$ cat config.mk
export PLATFORM = sky130hd
export DESIGN_NAME = acu_controller
export DESIGN_NICKNAME = d
export VERILOG_FILES = /design/src/design/acu_pkg.sv /design/src/design/acu_controller.sv
export SDC_FILE = /design/constraint.sdc
export NUM_CORES = 1
export LEC_CHECK = 0
export ABC_AREA = 1
export BUFFER_PORTS_ARGS = -buffer_cell sky130_fd_sc_hd__buf_2
export CAP_MARGIN = 5
export CORE_MARGIN = 1.5
export CORE_UTILIZATION = 35
export DETAILED_ROUTE_END_ITERATION = 12
export GPL_TIMING_DRIVEN = 1
export PLACE_DENSITY = 0.64
export SYNTH_ARGS = -nofsm -noshare
export SYNTH_HDL_FRONTEND = slang
export SYNTH_SLANG_ARGS = --single-unit
$ cat constraint.sdc
create_clock -name clk -period 1.75 [get_ports clk]
set_clock_uncertainty 0.05 [all_clocks]
set_input_delay 0.35 -clock clk [delete_from_list [all_inputs] [get_ports clk]]
set_output_delay 0.35 -clock clk [all_outputs]
set_load 0.02 [all_outputs]
$ cat src/design/acu_pkg.sv
// Shared types and constants of the accumulator calculator unit.
// Holds the item structs, the opcode and status codes and the datapath command set.
// Depends on nothing.
package acu_pkg;

    // Fixed-point format: signed 32-bit values with FRAC_BITS fraction bits.
    localparam int FRAC_BITS = 16;

    // Division works on the left magnitude shifted up by FRAC_BITS + 1.
    localparam int DIV_W = 32 + FRAC_BITS + 1;

    // Square root takes two radicand bits per step.
    localparam int SQ_PAIRS = (33 + FRAC_BITS) / 2;
    localparam int SQ_XW = 2 * SQ_PAIRS;

    // Number of log2 fraction bits and the log10(2) constant in Q.28.
    localparam int LOG_FRAC = 30;
    localparam logic [26:0] LOG10_2_Q28 = 27'd80807124;

    // Width of the iteration counter in the controller.
    localparam int CNT_W = 6;

    typedef enum logic [2:0] {
        OP_ADD,
        OP_SUB,
        OP_MUL,
        OP_DIV,
        OP_SQUARE,
        OP_SQRT,
        OP_LOG10,
        OP_CLEAR
    } op_t;

    typedef enum logic [2:0] {
        ST_OK,
        ST_SAT,
        ST_DIV0,
        ST_DOMAIN,
        ST_CLEAR
    } status_t;

    typedef struct packed {
        logic [2:0]         opcode;
        logic signed [31:0] first_value;
        logic signed [31:0] new_value;
    } in_item_t;

    typedef struct packed {
        logic signed [31:0] result;
        logic [2:0]         status;
    } out_item_t;

    // Commands from the controller to the datapath.
    typedef enum logic [4:0] {
        DP_NOP,
        DP_LOAD,
        DP_ADDSUB,
        DP_MUL,
        DP_MUL_RND,
        DP_DIV_INIT,
        DP_DIV_STEP,
        DP_DIV_RND,
        DP_SQRT_INIT,
        DP_SQRT_STEP,
        DP_SQRT_RND,
        DP_LOG_INIT,
        DP_LOG_NORM,
        DP_LOG_SQ,
        DP_LOG_BIT,
        DP_LOG_MLO,
        DP_LOG_MHI,
        DP_LOG_RND,
        DP_FIN_STORE,
        DP_FIN_DIV0,
        DP_FIN_DOM,
        DP_FIN_CLEAR
    } dp_cmd_t;

    // Status from the datapath to the controller.
    typedef struct packed {
        op_t  op;
        logic nv_zero;
        logic nv_neg;
        logic norm_done;
        logic out_valid;
    } dp_stat_t;

endpackage

$ cat src/design/acu_controller.sv
// Controller of the accumulator calculator unit: sequences the datapath per opcode.
// Counts iterations of division, square root and log10 and waits for the output slot.
// Depends on acu_pkg.
module acu_controller (
    input  logic                clk,
    input  logic                rst_n,
    input  logic                cmd_valid,
    output logic                cmd_ready,
    input  logic                res_ready,
    input  acu_pkg::dp_stat_t   dp_stat,
    output acu_pkg::dp_cmd_t    dp_cmd
);

    typedef enum logic [3:0] {
        S_IDLE,
        S_DISPATCH,
        S_ADDSUB,
        S_MUL,
        S_MUL_RND,
        S_DIV,
        S_DIV_RND,
        S_SQRT,
        S_SQRT_RND,
        S_LOG_NORM,
        S_LOG_SQ,
        S_LOG_BIT,
        S_LOG_MLO,
        S_LOG_MHI,
        S_LOG_RND,
        S_FIN
    } state_t;

    state_t              state_reg, state_next;
    logic [acu_pkg::CNT_W-1:0] cnt_reg, cnt_next;
    acu_pkg::dp_cmd_t    fin_reg, fin_next;
    logic                slot_free;

    assign slot_free = !dp_stat.out_valid || res_ready;
    assign cmd_ready = (state_reg == S_IDLE);

    // Next state and the command for the current cycle.
    always_comb
    begin
        state_next = state_reg;
        cnt_next = cnt_reg;
        fin_next = fin_reg;
        dp_cmd = acu_pkg::DP_NOP;
        case (state_reg)
            S_IDLE:
            begin
                if (cmd_valid)
                begin
                    dp_cmd = acu_pkg::DP_LOAD;
                    state_next = S_DISPATCH;
                end
            end
            S_DISPATCH:
            begin
                cnt_next = '0;
                fin_next = acu_pkg::DP_FIN_STORE;
                case (dp_stat.op)
                    acu_pkg::OP_ADD, acu_pkg::OP_SUB:
                    begin
                        state_next = S_ADDSUB;
                    end
                    acu_pkg::OP_MUL, acu_pkg::OP_SQUARE:
                    begin
                        state_next = S_MUL;
                    end
                    acu_pkg::OP_DIV:
                    begin
                        if (dp_stat.nv_zero)
                        begin
                            fin_next = acu_pkg::DP_FIN_DIV0;
                            state_next = S_FIN;
                        end
                        else
                        begin
                            dp_cmd = acu_pkg::DP_DIV_INIT;
                            state_next = S_DIV;
                        end
                    end
                    acu_pkg::OP_SQRT:
                    begin
                        if (dp_stat.nv_neg)
                        begin
                            fin_next = acu_pkg::DP_FIN_DOM;
                            state_next = S_FIN;
                        end
                        else
                        begin
                            dp_cmd = acu_pkg::DP_SQRT_INIT;
                            state_next = S_SQRT;
                        end
                    end
                    acu_pkg::OP_LOG10:
                    begin
                        if (dp_stat.nv_neg || dp_stat.nv_zero)
                        begin
                            fin_next = acu_pkg::DP_FIN_DOM;
                            state_next = S_FIN;
                        end
                        else
                        begin
                            dp_cmd = acu_pkg::DP_LOG_INIT;
                            state_next = S_LOG_NORM;
                        end
                    end
                    default:
                    begin
                        fin_next = acu_pkg::DP_FIN_CLEAR;
                        state_next = S_FIN;
                    end
                endcase
            end
            S_ADDSUB:
            begin
                dp_cmd = acu_pkg::DP_ADDSUB;
                state_next = S_FIN;
            end
            S_MUL:
            begin
                dp_cmd = acu_pkg::DP_MUL;
                state_next = S_MUL_RND;
            end
            S_MUL_RND:
            begin
                dp_cmd = acu_pkg::DP_MUL_RND;
                state_next = S_FIN;
            end
            S_DIV:
            begin
                dp_cmd = acu_pkg::DP_DIV_STEP;
                cnt_next = cnt_reg + 1'b1;
                if (cnt_reg == acu_pkg::CNT_W'(acu_pkg::DIV_W - 1))
                begin
                    state_next = S_DIV_RND;
                end
            end
            S_DIV_RND:
            begin
                dp_cmd = acu_pkg::DP_DIV_RND;
                state_next = S_FIN;
            end
            S_SQRT:
            begin
                dp_cmd = acu_pkg::DP_SQRT_STEP;
                cnt_next = cnt_reg + 1'b1;
                if (cnt_reg == acu_pkg::CNT_W'(acu_pkg::SQ_PAIRS - 1))
                begin
                    state_next = S_SQRT_RND;
                end
            end
            S_SQRT_RND:
            begin
                dp_cmd = acu_pkg::DP_SQRT_RND;
                state_next = S_FIN;
            end
            S_LOG_NORM:
            begin
                // Shift until the leading one reaches the mantissa's top bit.
                if (dp_stat.norm_done)
                begin
                    state_next = S_LOG_SQ;
                end
                else
                begin
                    dp_cmd = acu_pkg::DP_LOG_NORM;
                end
            end
            S_LOG_SQ:
            begin
                dp_cmd = acu_pkg::DP_LOG_SQ;
                state_next = S_LOG_BIT;
            end
            S_LOG_BIT:
            begin
                dp_cmd = acu_pkg::DP_LOG_BIT;
                cnt_next = cnt_reg + 1'b1;
                if (cnt_reg == acu_pkg::CNT_W'(acu_pkg::LOG_FRAC - 1))
                begin
                    state_next = S_LOG_MLO;
                end
                else
                begin
                    state_next = S_LOG_SQ;
                end
            end
            S_LOG_MLO:
            begin
                dp_cmd = acu_pkg::DP_LOG_MLO;
                state_next = S_LOG_MHI;
            end
            S_LOG_MHI:
            begin
                dp_cmd = acu_pkg::DP_LOG_MHI;
                state_next = S_LOG_RND;
            end
            S_LOG_RND:
            begin
                dp_cmd = acu_pkg::DP_LOG_RND;
                state_next = S_FIN;
            end
            S_FIN:
            begin
                // The result goes out once the output register is free.
                if (slot_free)
                begin
                    dp_cmd = fin_reg;
                    state_next = S_IDLE;
                end
            end
            default:
            begin
                state_next = S_IDLE;
            end
        endcase
    end

    // State, iteration counter and pending finish command.
    always_ff @(posedge clk or negedge rst_n)
    begin
        if (!rst_n)
        begin
            state_reg <= S_IDLE;
            cnt_reg <= '0;
            fin_reg <= acu_pkg::DP_FIN_STORE;
        end
        else
        begin
            state_reg <= state_next;
            cnt_reg <= cnt_next;
            fin_reg <= fin_next;
        end
    end

    // An accepted item always goes to dispatch next.
    a_accept_dispatch: assert property (@(posedge clk) disable iff (!rst_n)
        cmd_valid && cmd_ready |=> state_reg == S_DISPATCH)
        else $error("accepted item did not reach dispatch");

    // The division counter never runs past the last quotient bit.
    a_div_count: assert property (@(posedge clk) disable iff (!rst_n)
        state_reg == S_DIV |-> cnt_reg <= acu_pkg::CNT_W'(acu_pkg::DIV_W - 1))
        else $error("division counter overran");

    // A finished item waits while the output register is held.
    a_fin_wait: assert property (@(posedge clk) disable iff (!rst_n)
        state_reg == S_FIN && dp_stat.out_valid && !res_ready |=> state_reg == S_FIN)
        else $error("result issued into a full output register");

endmodule

; ---- After elaboration in Yosys (flattened, before gate mapping)
; Index checks and enable logic that the tools add are counted.
[op_classes]
n_addsub = 1
n_eq_ne = 29
n_reduce_logical = 12
muxes = 24
[ops]
columns = operator, count
row1 = 5-bit case mux with 16 select lines, 1
row2 = 4-bit case mux with 12 select lines, 1
row3 = 4-bit two-way mux, 10
row4 = "4-bit == test, second input constant", 8
row5 = 4-bit case mux with 5 select lines, 1
row6 = "4-bit by 3-bit == test with 1-bit output, second input constant", 4
row7 = 3-bit two-way mux, 5
row8 = "6-bit by 5-bit == test with 1-bit output, second input constant", 2
row9 = 3-bit case mux with 4 select lines, 1
row10 = 4-bit case mux with 3 select lines, 1
row11 = 6-bit case mux with 2 select lines, 1
row12 = "2-bit inequality test, second input constant", 5
row13 = "3-bit == test, second input constant", 3
row14 = "4-bit by 2-bit == test with 1-bit output, second input constant", 2
row15 = "6-bit by 1-bit adder with 6-bit output, second input constant", 1
row16 = "3-bit by 2-bit == test with 1-bit output, second input constant", 2
row17 = "6-bit == test, second input constant", 1
row18 = 5-bit two-way mux, 1
row19 = 5-bit AND reduction, 1
row20 = 5-bit OR reduction, 1
row21 = "4-bit by 1-bit == test with 1-bit output, second input constant", 1
row22 = 4-bit zero test, 1
row23 = 2-bit OR reduction, 2
row24 = 4-bit OR reduction, 1
row25 = other kinds (7), 9
[word_totals]
wordCells = 69
ff_bits = 15
output_inout_bits = 6
input_bits = 11

; ---- Longest topological paths before layout
[depth]
word_depth = 4
depth_mapped = 10
mapped_depth_nobuf = 10

; ---- Least setup slack after synthesis
; No wires, ideal clock.
[synth_path]
kind = reg-to-output
startpoint = reg state_reg[0]
endpoint = out dp_cmd[0]
arrival_ns = 1.560
path_buffers = 0
stages_incl_launch_ff = 8
path_slack_ns = -0.210
t_required_ns = 1.350
path_cell_list = dfrtp_1 > nor2_1 > inv_1 > nor2_1 > nor2_1 > nand2_1 > nor2_1 > a21oi_1
[synth_between]
elab_chain_cells = 2
elab_cells_between_ends = 17
cone_classes = eq/ne (15) / mux (1) / reduce/logical (1)
[synth_lines]
columns = item, line_no
row1 = start: declaration, acu_controller.sv:33  ; state_t state_reg, state_next;
row2 = start signal: assignment, acu_controller.sv:231  ; state_reg <= state_next;
row3 = 4-bit zero test, -
row4 = net cmd_ready, acu_controller.sv:8  ; output logic cmd_ready,
row5 = 5-bit case mux with 16 select lines, acu_controller.sv:48  ; case (state_reg)
row6 = end: declaration, acu_controller.sv:11  ; output acu_pkg::dp_cmd_t dp_cmd
; The timed path passes the listed nets, and every way through them passes these cells.

; ---- Final worst setup path
[layout_path]
startpoint = reg state_reg[2]
endpoint = out dp_cmd[1]
[layout_between]
elab_chain_cells = 2
elab_cells_between_ends = 17
cone_classes = eq/ne (15) / mux (1) / reduce/logical (1)
[layout_lines]
columns = item, line_no
row1 = "4-bit == test, or another cell as far along", acu_controller.sv:48
row2 = 5-bit case mux with 16 select lines (*), acu_controller.sv:48
; Mark *: on every way between the ends. The rest lies on a longest branch, timed or not.

==> flow_summary.toml <==
[floorplan]
die_area_um2 = 3758
row_count = 20
core_um2 = 3153
die_x_um = 61.31
io_pins = 17
die_height_um = 61.31
initial_core_util_pct = 37.74

[yosys]
yosysSeqAreaShare_pct = 27.44
avgSynthCellArea_um2 = 6.647
ys.warnings.count = 0
netlist_area_um2 = 1190
synth.distinct_cells = 31
synth_fp_nets = 193
synth-seq-cells = 13
syn_inst = 179

[routing]
drtIter0Drc = 46
via_per_inst = 5.060
drtPass1Iterations = 5
wl_per_cell_um = 12.21
vias = 1341
routed_wl_mm = 3.235
drcViolationCount = 0
ant_nets = 0

[power_and_ir_drop]
total_power_w = 0.003142
clkPwrFrac_pct = 5.6
leakagePower_nw = 0.8286
switching_power_w = 0.001614
swShare_pct = 51.35
intPower_w = 0.001529
power.density_nw_per_um2 = 1905
combPwrFrac_pct = 73.8
seqPwrFrac_pct = 20.5
ir_worst_vdd_mv = 0.7792

[sta]
period_minus_slack_ps = 1950
worst_slew_pin_slew_ps = 295.5
grt_setup_unrepaired = "true"
relSlewSlack_pct = 80.30
fmax_mhz = 512.8
min_period_over_period_pct = 111.4
slew_viol_final = 0
setup_ws_ps = -200.0
final_hold_viol_count = 0
setup_violations = 4

[cells_and_area]
largest_register_ffs = 6
antenna_cells = 0
nNetsFinal = 236
drive_gt1_share_pct = 41.18
area_delta_synth_final_pct = 38.59
final_cell_mix = "40 x nand2_1, 23 x nor2_1, 21 x buf_4, 17 x inv_1"
layout_commonest_cell = "nand2_1"

[run_status]
status = "finished, violations left"
violations = "negative setup slack"

[cts]
cts_buffers = 3
cts_root_buffer = "clkbuf_4"
htreeDepth = 1
cts.sinks = 13
cts_tree = "yes"
clkTransAtPathRegs_ps = 70
clkLatencyLatePin_ps = 270
clockBufferDepth = 2

[grt]
grt_pass1_wl_mm = 5.506
grt_use_met1_pct = 25.71
use_met3_pct = 4.202
antenna_found_initial = 0
overflow = 0
grt_pass1_vias = 1286
grt_max_degree = 14
track_usage_pct = 19.86
grtUsageMet2_pct = 33.43
busiest_layer = "met2"

[flow_run]
cap_violations = 0

[placement]
place_congestion = 0.8953
dp_hpwl_mm = 2.385
preCtsSetupSlack_ps = 32.39
port-buffer-count = 16

[critical_path]
critical_path_class = "flip-flop to output pin"
critPathCapture = "dp_cmd[1]"
worst_ep_required_time_ps = 1350
reg2reg_slack_ps = 210
r2r-end = "state_reg[3]"
worstSetupEndpointType = "output pin"
crit_start = "state_reg[2]"
ff2ff_path_depth = 8
cp.arrival_ps = 1550
r2r-start = "state_reg[3]"
crit_path_max_fanout = 6
worstSetupStartpointType = "flip-flop"

[worst_hold_path]
worstHoldPathType = "primary input to flip-flop"
cell families (layout without fill, tap and decap cells):
group	count (synthesis)	after routing	synth area share [%]
xor gates and xnor gates	1	1	0.7362
AOI/OAI and AO/OA	33	33	18.61
buffers and inverters	24	66	7.571
adders and majority gates	3	3	3.155
and+or+nand+nor	105	105	42.48
DFF	13	13	27.45
synth_stat cells, drive strengths merged:
master / instances / share of area [%]
dfstp: 1 / 2.2
o21ai: 20 / 11
o21a: 2 / 1.3
ha: 3 / 3.2
xor2: 1 / 0.74
o211ai: 2 / 1.3
a22oi: 1 / 0.63
nand3b: 2 / 1.3
a211oi: 1 / 0.63
nand4: 1 / 0.53
nor2: 32 / 12
nand2: 51 / 19
nor3: 2 / 1.3
or2: 2 / 1.3
nand3: 15 / 7.8
inv: 24 / 7.6
dfrtp: 12 / 25
a21oi: 7 / 4.2
worst max-delay path, stage by stage, from the launching register on:
cell	delay, ps
dfrtp_2	480
buf_6	160
nand2_4	110
nor2_1	70
nor3_1	190
nand3b_1	130
buf_6	150
area by class of cell:
class	instances	area, um^2
sequential	13	331.6
multi-input combinational	142	857.1
timing repair buffer	38	279.0
inverter	24	100.1
tap	44	55.05
clock buffer	4	26.28
fill	326	1504
metrics by stage:
| stage | utilization [%] | instances | TNS (ps) | hold WS, ps | area (um^2) |
|---|---|---|---|---|---|
| after floorplan | - | 179 | 0 | 4.409 | 1201 |
| after global placement | 45.48 | 252 | 0 | 209.4 | 1434 |
| after detailed placement | 45.48 | 252 | 0 | 203.1 | 1434 |
| after CTS | 50.48 | 263 | -600.2 | 414.2 | 1592 |
| after global routing | 52.30 | 265 | -1085 | 423.4 | 1649 |
| final | 52.30 | 265 | -721.2 | 418.5 | 1649 |
power groups by stage:
stage	clock network, W	registers (W)	logic, W
5_1_grt	0.000205	0.000667	0.00254
2_1_floorplan	0	0.000574	0.00129
3_5_place_dp	0	0.000597	0.00184
6_report	0.000177	0.000645	0.00232
3_3_place_gp	0	0.000594	0.00185
4_1_cts	0.000187	0.000626	0.00214
routing by layer:
layer | part of all wire, % | wire (um)
met5 | 0 | 0
met4 | 1.8 | 59
met3 | 5.4 | 174
met2 | 48 | 1544
met1 | 45 | 1456
repair_timing:
action                                  in CTS  in global routing
hold buffers                                 1                  0
pin swaps                                    7                  7
buffers inserted                             6                  2
endpoints found under the setup margin       5                  5
resized for setup                           28                 12
hold endpoints to repair                    12                  0
how the worst min path moves through the flow:
stage                   end        from  cells past startpoint  slack [ps]
2_1_floorplan    cnt_reg[0]       rst_n                      0           4
3_3_place_gp     cnt_reg[4]       rst_n                      1         210
3_5_place_dp   state_reg[2]       rst_n                      1         200
4_1_cts          fin_reg[0]  dp_stat[3]                      5         410
5_1_grt          fin_reg[0]  dp_stat[3]                      5         420
6_report         fin_reg[0]  dp_stat[3]                      5         420
Power figures use the tool's default switching activity.
